<file path="config.mk">
export PLATFORM = sky130hd
export DESIGN_NAME = rf_remote_pulse_frame_decoder
export DESIGN_NICKNAME = d
export VERILOG_FILES = /design/src/rfd_pkg.sv /design/src/rfd_ram.sv /design/src/rfd_ring.sv /design/src/rfd_ctrl.sv /design/src/rf_remote_pulse_frame_decoder.sv
export SDC_FILE = /design/constraint.sdc
export NUM_CORES = 2
export LEC_CHECK = 0
export BUFFER_PORTS_ARGS = -buffer_cell sky130_fd_sc_hd__buf_2
export CORE_MARGIN = 2
export CORE_UTILIZATION = 26
export DETAILED_ROUTE_END_ITERATION = 7
export GPL_TIMING_DRIVEN = 1
export PLACE_DENSITY_LB_ADDON = 0.15
export SYNTH_ARGS = -nofsm -noshare
export SYNTH_HDL_FRONTEND = slang
export SYNTH_HIERARCHICAL = 1
export SYNTH_SLANG_ARGS = --single-unit
</file>
<file path="constraint.sdc">
create_clock -name clk_i -period 18.2 [get_ports clk_i]
set_input_delay 0.91 -clock clk_i [delete_from_list [all_inputs] [get_ports clk_i]]
set_output_delay 0.91 -clock clk_i [all_outputs]
set_load 0.1 [all_outputs]
</file>
<file path="src/rfd_pkg.sv">
// Shared constants and types of the pulse frame decoder.
package rfd_pkg;

  // Ring geometry
  localparam int RING_DEPTH = 50;
  localparam int PTR_W      = $clog2(RING_DEPTH);
  localparam int IVL_W      = 16;

  // Code geometry: one sync read plus four reads per bit
  localparam int CODE_BITS  = 12;
  localparam int WALK_READS = 1 + 4 * CODE_BITS;
  localparam int IDX_W      = $clog2(WALK_READS);

  // Groups that must each hold a set bit
  localparam logic [CODE_BITS-1:0] GROUP_A = 12'b111110000000;
  localparam logic [CODE_BITS-1:0] GROUP_B = 12'b000001111100;
  localparam logic [CODE_BITS-1:0] GROUP_C = 12'b000000000011;

  // Configuration registers
  localparam int UNIT_W = 12;
  localparam int TOL_W  = 11;
  localparam int GAP_W  = 15;
  localparam int CFG_W  = 15;
  localparam int CIDX_W = 2;

  localparam logic [CIDX_W-1:0] CFG_UNIT = 2'd0;
  localparam logic [CIDX_W-1:0] CFG_TOL  = 2'd1;
  localparam logic [CIDX_W-1:0] CFG_GAP  = 2'd2;

  localparam logic [UNIT_W-1:0] UNIT_RST = 12'd300;
  localparam logic [TOL_W-1:0]  TOL_RST  = 11'd75;
  localparam logic [GAP_W-1:0]  GAP_RST  = 15'd5000;

  // Result status codes
  localparam logic [1:0] ST_NO_SYNC = 2'd0;
  localparam logic [1:0] ST_BAD     = 2'd1;
  localparam logic [1:0] ST_OK      = 2'd2;

  typedef struct packed {
    logic [UNIT_W-1:0] unit;
    logic [TOL_W-1:0]  tol;
    logic [GAP_W-1:0]  gap;
  } cfg_t;

  // One write and one read access to the interval ring
  typedef struct packed {
    logic             we;
    logic [PTR_W-1:0] waddr;
    logic [IVL_W-1:0] wdata;
    logic             re;
    logic [PTR_W-1:0] raddr;
  } ring_req_t;

  typedef struct packed {
    logic [1:0]           status;
    logic [CODE_BITS-1:0] code;
    logic [IVL_W-1:0]     sync_width;
    logic                 groups_ok;
  } result_t;

endpackage

</file>
<file path="src/rfd_ram.sv">
// Generic single-write, single-read RAM with registered read data.
module rfd_ram #(
  parameter  int WIDTH = 16,
  parameter  int DEPTH = 50,
  localparam int AW    = $clog2(DEPTH)
) (
  input  logic             clk_i,
  input  logic             we_i,
  input  logic [AW-1:0]    waddr_i,
  input  logic [WIDTH-1:0] wdata_i,
  input  logic             re_i,
  input  logic [AW-1:0]    raddr_i,
  output logic [WIDTH-1:0] rdata_o
);

  logic [WIDTH-1:0] mem_q [DEPTH];
  logic [WIDTH-1:0] rdata_q;

  // Write and registered read
  always_ff @(posedge clk_i) begin
    if (we_i) begin
      mem_q[waddr_i] <= wdata_i;
    end
    if (re_i) begin
      rdata_q <= mem_q[raddr_i];
    end
  end

  assign rdata_o = rdata_q;

endmodule

</file>
<file path="src/rfd_ring.sv">
// Interval ring: RAM plus per-entry valid bits so unwritten entries read as zero.
module rfd_ring (
  input  logic                     clk_i,
  input  logic                     rst_ni,
  input  rfd_pkg::ring_req_t       req_i,
  output logic [rfd_pkg::IVL_W-1:0] rdata_o
);

  logic [rfd_pkg::RING_DEPTH-1:0] vld_q, vld_d;
  logic                           rvld_q;
  logic [rfd_pkg::IVL_W-1:0]      ram_rdata;

  rfd_ram #(
    .WIDTH(rfd_pkg::IVL_W),
    .DEPTH(rfd_pkg::RING_DEPTH)
  ) u_ram (
    .clk_i  (clk_i),
    .we_i   (req_i.we),
    .waddr_i(req_i.waddr),
    .wdata_i(req_i.wdata),
    .re_i   (req_i.re),
    .raddr_i(req_i.raddr),
    .rdata_o(ram_rdata)
  );

  // Mark written entries
  always_comb begin
    vld_d = vld_q;
    if (req_i.we) begin
      vld_d[req_i.waddr] = 1'b1;
    end
  end

  always_ff @(posedge clk_i or negedge rst_ni) begin
    if (!rst_ni) begin
      vld_q  <= '0;
      rvld_q <= 1'b0;
    end else begin
      vld_q <= vld_d;
      if (req_i.re) begin
        rvld_q <= vld_q[req_i.raddr];
      end
    end
  end

  // Entries never written read as zero
  assign rdata_o = rvld_q ? ram_rdata : '0;

endmodule

</file>
<file path="src/rfd_ctrl.sv">
// Frame sequencer: stores intervals, walks the ring back on a gap, builds the result.
module rfd_ctrl (
  input  logic                      clk_i,
  input  logic                      rst_ni,
  input  rfd_pkg::cfg_t             cfg_i,
  input  logic                      in_valid_i,
  output logic                      in_ready_o,
  input  logic [rfd_pkg::IVL_W-1:0] interval_i,
  output rfd_pkg::ring_req_t        ring_req_o,
  input  logic [rfd_pkg::IVL_W-1:0] ring_rdata_i,
  output logic                      res_valid_o,
  input  logic                      res_ready_i,
  output rfd_pkg::result_t          res_o
);

  localparam logic [1:0] S_IDLE   = 2'd0;
  localparam logic [1:0] S_WALK   = 2'd1;
  localparam logic [1:0] S_RESULT = 2'd2;

  localparam logic [rfd_pkg::IDX_W-1:0] IDX_LAST = rfd_pkg::IDX_W'(rfd_pkg::WALK_READS - 1);
  localparam logic [rfd_pkg::PTR_W-1:0] PTR_LAST = rfd_pkg::PTR_W'(rfd_pkg::RING_DEPTH - 1);

  localparam int BW = 19;

  function automatic logic [rfd_pkg::PTR_W-1:0] ptr_inc(input logic [rfd_pkg::PTR_W-1:0] p);
    ptr_inc = (p == PTR_LAST) ? '0 : p + 1'b1;
  endfunction

  function automatic logic [rfd_pkg::PTR_W-1:0] ptr_dec(input logic [rfd_pkg::PTR_W-1:0] p);
    ptr_dec = (p == '0) ? PTR_LAST : p - 1'b1;
  endfunction

  logic [1:0]                     state_q, state_d;
  logic [rfd_pkg::PTR_W-1:0]      ptr_q, ptr_d;
  logic [rfd_pkg::PTR_W-1:0]      rd_ptr_q, rd_ptr_d;
  logic [rfd_pkg::IDX_W-1:0]      iss_idx_q, iss_idx_d;
  logic                           iss_done_q, iss_done_d;
  logic                           dat_vld_q, dat_vld_d;
  logic [rfd_pkg::IDX_W-1:0]      dat_idx_q, dat_idx_d;
  logic [rfd_pkg::PTR_W-1:0]      dat_addr_q, dat_addr_d;
  logic [rfd_pkg::IVL_W-1:0]      sync_q, sync_d;
  logic [rfd_pkg::CODE_BITS-1:0]  code_q, code_d;
  logic                           p2s_q, p2s_d, p2l_q, p2l_d, p1l_q, p1l_d;
  rfd_pkg::result_t               res_q, res_d;

  logic                           accept, is_gap, issue, finish;
  logic [1:0]                     fin_status;
  logic [rfd_pkg::CODE_BITS-1:0]  fin_code, code_nx;
  logic                           grp_good;
  logic signed [BW-1:0]           lo1, hi1, lo3, hi3, xs;
  logic                           is_short, is_long;

  // Short and long windows, signed so a low bound may fall below zero
  always_comb begin
    lo1 = $signed({{(BW-rfd_pkg::UNIT_W){1'b0}}, cfg_i.unit})
        - $signed({{(BW-rfd_pkg::TOL_W){1'b0}}, cfg_i.tol});
    hi1 = $signed({{(BW-rfd_pkg::UNIT_W){1'b0}}, cfg_i.unit})
        + $signed({{(BW-rfd_pkg::TOL_W){1'b0}}, cfg_i.tol});
    lo3 = lo1 + (lo1 <<< 1);
    hi3 = hi1 + (hi1 <<< 1);
    xs  = $signed({{(BW-rfd_pkg::IVL_W){1'b0}}, ring_rdata_i});
    is_short = (xs >= lo1) && (xs <= hi1);
    is_long  = (xs >= lo3) && (xs <= hi3);
  end

  assign in_ready_o  = (state_q == S_IDLE);
  assign accept      = in_valid_i && in_ready_o;
  assign is_gap      = (interval_i > {1'b0, cfg_i.gap});
  assign res_valid_o = (state_q == S_RESULT);
  assign res_o       = res_q;

  // Evaluate the entry that arrived from the ring
  always_comb begin
    finish     = 1'b0;
    fin_status = rfd_pkg::ST_BAD;
    fin_code   = '0;
    sync_d     = sync_q;
    code_d     = code_q;
    p2s_d      = p2s_q;
    p2l_d      = p2l_q;
    p1l_d      = p1l_q;
    grp_good   = is_short && p1l_q && (p2s_q || p2l_q);
    code_nx    = {p2s_q, code_q[rfd_pkg::CODE_BITS-1:1]};
    if (accept) begin
      code_d = '0;
    end
    if (dat_vld_q) begin
      if (dat_idx_q == '0) begin
        if (!is_short) begin
          finish     = 1'b1;
          fin_status = rfd_pkg::ST_NO_SYNC;
        end else begin
          sync_d = ring_rdata_i;
        end
      end else begin
        case (dat_idx_q[1:0])
          2'd2: begin
            p2s_d = is_short;
            p2l_d = is_long;
          end
          2'd3: begin
            p1l_d = is_long;
          end
          2'd0: begin
            if (!grp_good) begin
              finish = 1'b1;
            end else begin
              code_d = code_nx;
              if (dat_idx_q == IDX_LAST) begin
                finish     = 1'b1;
                fin_code   = code_nx;
                fin_status = (code_nx != '0) ? rfd_pkg::ST_OK : rfd_pkg::ST_BAD;
              end
            end
          end
          default: begin
          end
        endcase
      end
    end
  end

  // Sequence the walk and the ring accesses
  always_comb begin
    state_d    = state_q;
    ptr_d      = ptr_q;
    rd_ptr_d   = rd_ptr_q;
    iss_idx_d  = iss_idx_q;
    iss_done_d = iss_done_q;
    res_d      = res_q;
    issue      = (state_q == S_WALK) && !iss_done_q && !finish;
    ring_req_o = '0;
    if (issue) begin
      ring_req_o.re    = 1'b1;
      ring_req_o.raddr = rd_ptr_q;
      rd_ptr_d         = ptr_dec(rd_ptr_q);
      iss_idx_d        = iss_idx_q + 1'b1;
      iss_done_d       = (iss_idx_q == IDX_LAST);
    end
    dat_vld_d  = issue;
    dat_idx_d  = iss_idx_q;
    dat_addr_d = rd_ptr_q;

    unique case (state_q)
      S_IDLE: begin
        if (accept) begin
          if (is_gap) begin
            rd_ptr_d   = ptr_dec(ptr_q);
            iss_idx_d  = '0;
            iss_done_d = 1'b0;
            state_d    = S_WALK;
          end else begin
            ring_req_o.we    = 1'b1;
            ring_req_o.waddr = ptr_q;
            ring_req_o.wdata = interval_i;
            ptr_d            = ptr_inc(ptr_q);
          end
        end
      end
      S_WALK: begin
        if (finish) begin
          ring_req_o.we    = 1'b1;
          ring_req_o.waddr = dat_addr_q;
          ring_req_o.wdata = '0;
          ptr_d            = ptr_inc(dat_addr_q);
          res_d.status     = fin_status;
          res_d.code       = fin_code;
          res_d.sync_width = (fin_status == rfd_pkg::ST_OK) ? sync_q : '0;
          res_d.groups_ok  = ((fin_code & rfd_pkg::GROUP_A) != '0)
                          && ((fin_code & rfd_pkg::GROUP_B) != '0)
                          && ((fin_code & rfd_pkg::GROUP_C) != '0);
          state_d          = S_RESULT;
        end
      end
      S_RESULT: begin
        if (res_ready_i) begin
          state_d = S_IDLE;
        end
      end
      default: begin
        state_d = S_IDLE;
      end
    endcase
  end

  // Control state
  always_ff @(posedge clk_i or negedge rst_ni) begin
    if (!rst_ni) begin
      state_q    <= S_IDLE;
      ptr_q      <= '0;
      iss_done_q <= 1'b1;
      dat_vld_q  <= 1'b0;
    end else begin
      state_q    <= state_d;
      ptr_q      <= ptr_d;
      iss_done_q <= iss_done_d;
      dat_vld_q  <= dat_vld_d;
    end
  end

  // Walk payload
  always_ff @(posedge clk_i) begin
    rd_ptr_q   <= rd_ptr_d;
    iss_idx_q  <= iss_idx_d;
    dat_idx_q  <= dat_idx_d;
    dat_addr_q <= dat_addr_d;
    sync_q     <= sync_d;
    code_q     <= code_d;
    p2s_q      <= p2s_d;
    p2l_q      <= p2l_d;
    p1l_q      <= p1l_d;
    res_q      <= res_d;
  end

endmodule

</file>
<file path="src/rf_remote_pulse_frame_decoder.sv">
// Top level of the remote-control pulse frame decoder: config, ring, sequencer, output register.
//
// Each transaction on the input stream carries one edge-to-edge interval. An interval at or
// below the gap threshold is stored in a 50-entry ring memory and gives no result. A longer
// interval ends a frame: the sequencer reads the ring backwards through its single read
// port, one entry per cycle (the sync pulse, then four entries per bit for twelve bits), and
// stops early when the sync pulse or a bit group is rejected. Every gap yields exactly one
// result transaction; while it waits in the output register the next interval is already
// accepted. The ring reads as zero after reset without any clearing pass. Configuration
// writes take effect at once and are meant to be issued while the block is idle.
module rf_remote_pulse_frame_decoder (
  input  logic                        clk_i,
  input  logic                        rst_ni,
  // Configuration write port
  input  logic                        cfg_we_i,
  input  logic [rfd_pkg::CIDX_W-1:0]  cfg_idx_i,
  input  logic [rfd_pkg::CFG_W-1:0]   cfg_data_i,
  // Interval stream
  input  logic                        s_axis_tvalid,
  output logic                        s_axis_tready,
  input  logic [15:0]                 s_axis_tdata,  // [15:0] interval_us
  // Result stream
  output logic                        m_axis_tvalid,
  input  logic                        m_axis_tready,
  output logic [31:0]                 m_axis_tdata   // [1:0] status, [13:2] code,
                                                     // [29:14] sync_width_us, [30] groups_ok
);

  rfd_pkg::cfg_t                 cfg_q;
  rfd_pkg::ring_req_t            ring_req;
  logic [rfd_pkg::IVL_W-1:0]     ring_rdata;
  logic                          res_valid, res_ready;
  rfd_pkg::result_t              res;
  logic                          out_vld_q;
  rfd_pkg::result_t              out_q;

  // Configuration registers
  always_ff @(posedge clk_i or negedge rst_ni) begin
    if (!rst_ni) begin
      cfg_q.unit <= rfd_pkg::UNIT_RST;
      cfg_q.tol  <= rfd_pkg::TOL_RST;
      cfg_q.gap  <= rfd_pkg::GAP_RST;
    end else if (cfg_we_i) begin
      unique case (cfg_idx_i)
        rfd_pkg::CFG_UNIT: cfg_q.unit <= cfg_data_i[rfd_pkg::UNIT_W-1:0];
        rfd_pkg::CFG_TOL:  cfg_q.tol  <= cfg_data_i[rfd_pkg::TOL_W-1:0];
        rfd_pkg::CFG_GAP:  cfg_q.gap  <= cfg_data_i[rfd_pkg::GAP_W-1:0];
        default: begin
        end
      endcase
    end
  end

  rfd_ring u_ring (
    .clk_i  (clk_i),
    .rst_ni (rst_ni),
    .req_i  (ring_req),
    .rdata_o(ring_rdata)
  );

  rfd_ctrl u_ctrl (
    .clk_i       (clk_i),
    .rst_ni      (rst_ni),
    .cfg_i       (cfg_q),
    .in_valid_i  (s_axis_tvalid),
    .in_ready_o  (s_axis_tready),
    .interval_i  (s_axis_tdata),
    .ring_req_o  (ring_req),
    .ring_rdata_i(ring_rdata),
    .res_valid_o (res_valid),
    .res_ready_i (res_ready),
    .res_o       (res)
  );

  // Output register: load when empty or being drained
  assign res_ready = !out_vld_q || m_axis_tready;

  always_ff @(posedge clk_i or negedge rst_ni) begin
    if (!rst_ni) begin
      out_vld_q <= 1'b0;
    end else if (res_valid && res_ready) begin
      out_vld_q <= 1'b1;
    end else if (m_axis_tready) begin
      out_vld_q <= 1'b0;
    end
  end

  always_ff @(posedge clk_i) begin
    if (res_valid && res_ready) begin
      out_q <= res;
    end
  end

  assign m_axis_tvalid = out_vld_q;
  assign m_axis_tdata  = {1'b0, out_q.groups_ok, out_q.sync_width, out_q.code, out_q.status};

endmodule

</file>
==> metrics.txt <==
Hold WC Path Type in2async; leakage 0.0155 uW; Synth top area share 60.2%; DRC errors left 0; Synth async-reset ratio 9.69%; TritonCTS clock tree done; HPWL after detailed placement 83500 um; WP data arrival about 10000 ps; CTS clock-pin slew for the worst setup and hold paths 60 ps; minimum clock period 9520 ps; Final Non-Filler Cells approximately 5.4k; post-synthesis cell area 44800 um2; clock sink total 1032; Fill cells 16.9k; Die Wd 419 um; number of synthesized flops with an enable pin around 900; Synth Instances 2851; Synth-to-Final Area Change 15.2%; max_slew headroom roughly 16%; setup_tns 0 ps; GP Congestion 0.801; Worst setup SP type register; post-placement setup slack 8630 ps; initial antenna violation count 8; post-synth top area cell edfxtp_1; vias in the first global route 26.3k; Yosys reg bits 1032; CP Max Fanout 95; synthesized net count 3018; WP buf/inv 3; share of layout cells above drive strength 1 16.5%; Yosys cell types slightly below 100; P_sw 1530 uW; Bufs on Longest Clock Path 3; clk root buf clkbuf_16; # H-tree levels 3; Tcrit/Tclk final 52.3%; first-pass detailed-route iteration total 5; Synth top cells by count edfxtp_1, mux2i_1, ha_1; switch share 26.5%; 1st-iter DRT viols 1817; Setup violations, final 0; routed via count 25.4k; Layout Nets ~3.2k; post-CTS setup buffers 0; first-pass GRT wire length 189000 um; internal power 4260 uW; syn_area_per_cell 15.7 um2; pwr/cell area 112 nW/um2; post-CTS sizing 0; status complete, no violations; I/O pin cnt 72; Peak VDD IR 0.0808 mV; dpl cells 5189; Max Clock Skew between 50 and 60 ps; Yosys Warn Count 6; critical path class reg2reg; largest net degree at the start of global routing 96; Critical Path Sink Type register; total gr overflow 0; clock power share between 30% and 40%; die height 419 um; Detail Route Antenna Nets 0; Hold-fix buffers, CTS 0; sequential share of power 44.4%; hold_ws 202 ps; worst slew pin tran 1260 ps; starting density of the core 26.1%; RSZ-0062 raised after global routing no; All-Layer GR Usage 14.8%; final core occ 30.1%; Vias/cell roughly 4.7; Final Hold Fails 0; Slew Limit Fails 0; Final WS setup 8680 ps; Comb pwr share approximately 17%; final wirelength 131000 um; core area 171000 um2; CTS Buf Count 111; port bufs 70; Skew-Pair Late Insertion Delay about 750 ps; Storage cell area a little over 30000 um2; slowest CP cell buf_4; predominant post-synthesis flop cell edfxtp_1; CP required ~19000 ps; count leader, synth edfxtp_1; Wirelength per Cell 24.2 um; Max Cap Viol 0; maximum clock rate 105 MHz; area occupied by multi-input gates 13500 um2; Area contributors post-synth edfxtp_1, mux2i_1, dfrtp_1; sequential share of the synthesized area approximately 67%; CP peak stage delay 890 ps; crit-path leading delay family compound AO/OA/AOI/OAI gates; Rows around 150; Die ar. 176000 um2
## cell usage in the layout, fill, tap and decap left out, types with 29 or more instances in the layout
master     count
a22o_1        45
nand2_1       78
dfrtp_1       86
nor3_1        40
and3_1        30
and2_1        46
a22oi_1       86
dfxtp_1       35
a21o_1        43
buf_4         83
o21bai_1      39
a31oi_1       29
xnor2_1       36
nor2_1       103
a21oi_1       70
inv_1         96
o21ai_0       48
edfxtp_1     897
mux2_2        33
buf_2         69
mux2i_1      316
clkbuf_16    114
nand3_1       38
mux4_2        57
ha_1         125
nand4_1       30
## worst register-to-register path, delay by kind of cell, from the launching register on
family          cells  cell delay, ps
simple gates       11            2830
compound gates     13            3490
flops               1             540
fa+ha+maj           2             600
buf+inv             3            1640
xor+xnor            1             270
## metal layers
metal	part of all wire (%)	track usage, %
met5	0	0
met4	2.7	4.12
met3	4.3	2.43
met2	48	24.9
met1	45	19.7
## cell families (layout without fill, tap and decap cells)
kind of cell	count (synthesis)	count (layout)	synth area share (%)
AOI/OAI and AO/OA	495	495	8.15
buffers and inverters	224	459	2.73
other	2	4	0.0168
adders and majority gates	130	130	3.69
xor gates and xnor gates	49	49	0.958
DFF	1032	1032	67.4
muxes	419	419	11.2
and+or+nand+nor	500	500	5.90
## power groups by stage
stage | Clock [uW] | Combinational [uW] | Sequential, uW
after CTS | 2310 | 975 | 2570
after global routing | 2400 | 1100 | 2570
final | 2250 | 970 | 2570
after floorplan | 0 | 733 | 2620
after detailed placement | 0 | 965 | 2620
after global placement | 0 | 949 | 2620
## per-stage QoR
step | total power [uW] | cell area, um2
finish | 5790 | 51600
floorplan | 3350 | 44800
detailed placement | 3590 | 47900
global route | 6080 | 51600
global placement | 3570 | 47900
CTS | 5860 | 51600
## worst paths after layout
| kind | startpoint | to | slack [ps] | cells past startpoint |
|---|---|---|---|---|
| min | rst_ni | u_ctrl/state_q[0] | 200 | 1 |
| min reg2reg | u_ctrl/dat_addr_d[1] | u_ctrl/dat_addr_q[1] | 360 | 0 |
| max in group asynchronous | rst_ni | cfg_q[24] | 16670 | 2 |
| max | cfg_q[16] | u_ring/u_ram/rdata_o[10] | 8680 | 30 |
| max reg2reg | cfg_q[16] | u_ring/u_ram/rdata_o[10] | 8680 | 30 |
| min in group clk_i | u_ctrl/dat_addr_d[1] | u_ctrl/dat_addr_q[1] | 360 | 0 |
## area by class of cell
cell class	count	area share (%)
clock buffer	138	5.71
clock inverter	69	1.33
multi-input combinational	1595	26.2
timing repair buffer	154	1.96
tap	2310	5.60
sequential	1032	58.5
antenna	2	0.00970
inverter	98	0.716
## registers in the layout (all words and copies together) (netlist names)
name and flops:
u_ctrl/code_q 11, m_axis_tdata 31, u_ctrl/dat_vld_q 1, u_ctrl/iss_done_q 1, u_ring/u_ram/mem_q 800, u_ctrl/state_q 2
u_ring/rvld_q 1, u_ctrl/ptr_q 6, u_ring/u_ram/rdata_o 16, m_axis_tvalid 1, u_ctrl/p1l_q 1, u_ctrl/dat_idx_d 6
u_ctrl/p2l_q 1, u_ctrl/p2s_q 1, u_ctrl/dat_idx_q 6, u_ctrl/dat_addr_d 6, u_ring/vld_q 50, u_ctrl/dat_addr_q 6
cfg_q 38, u_ctrl/sync_q 16, u_ctrl/res_o 31
Power figures use the tool's default switching activity.
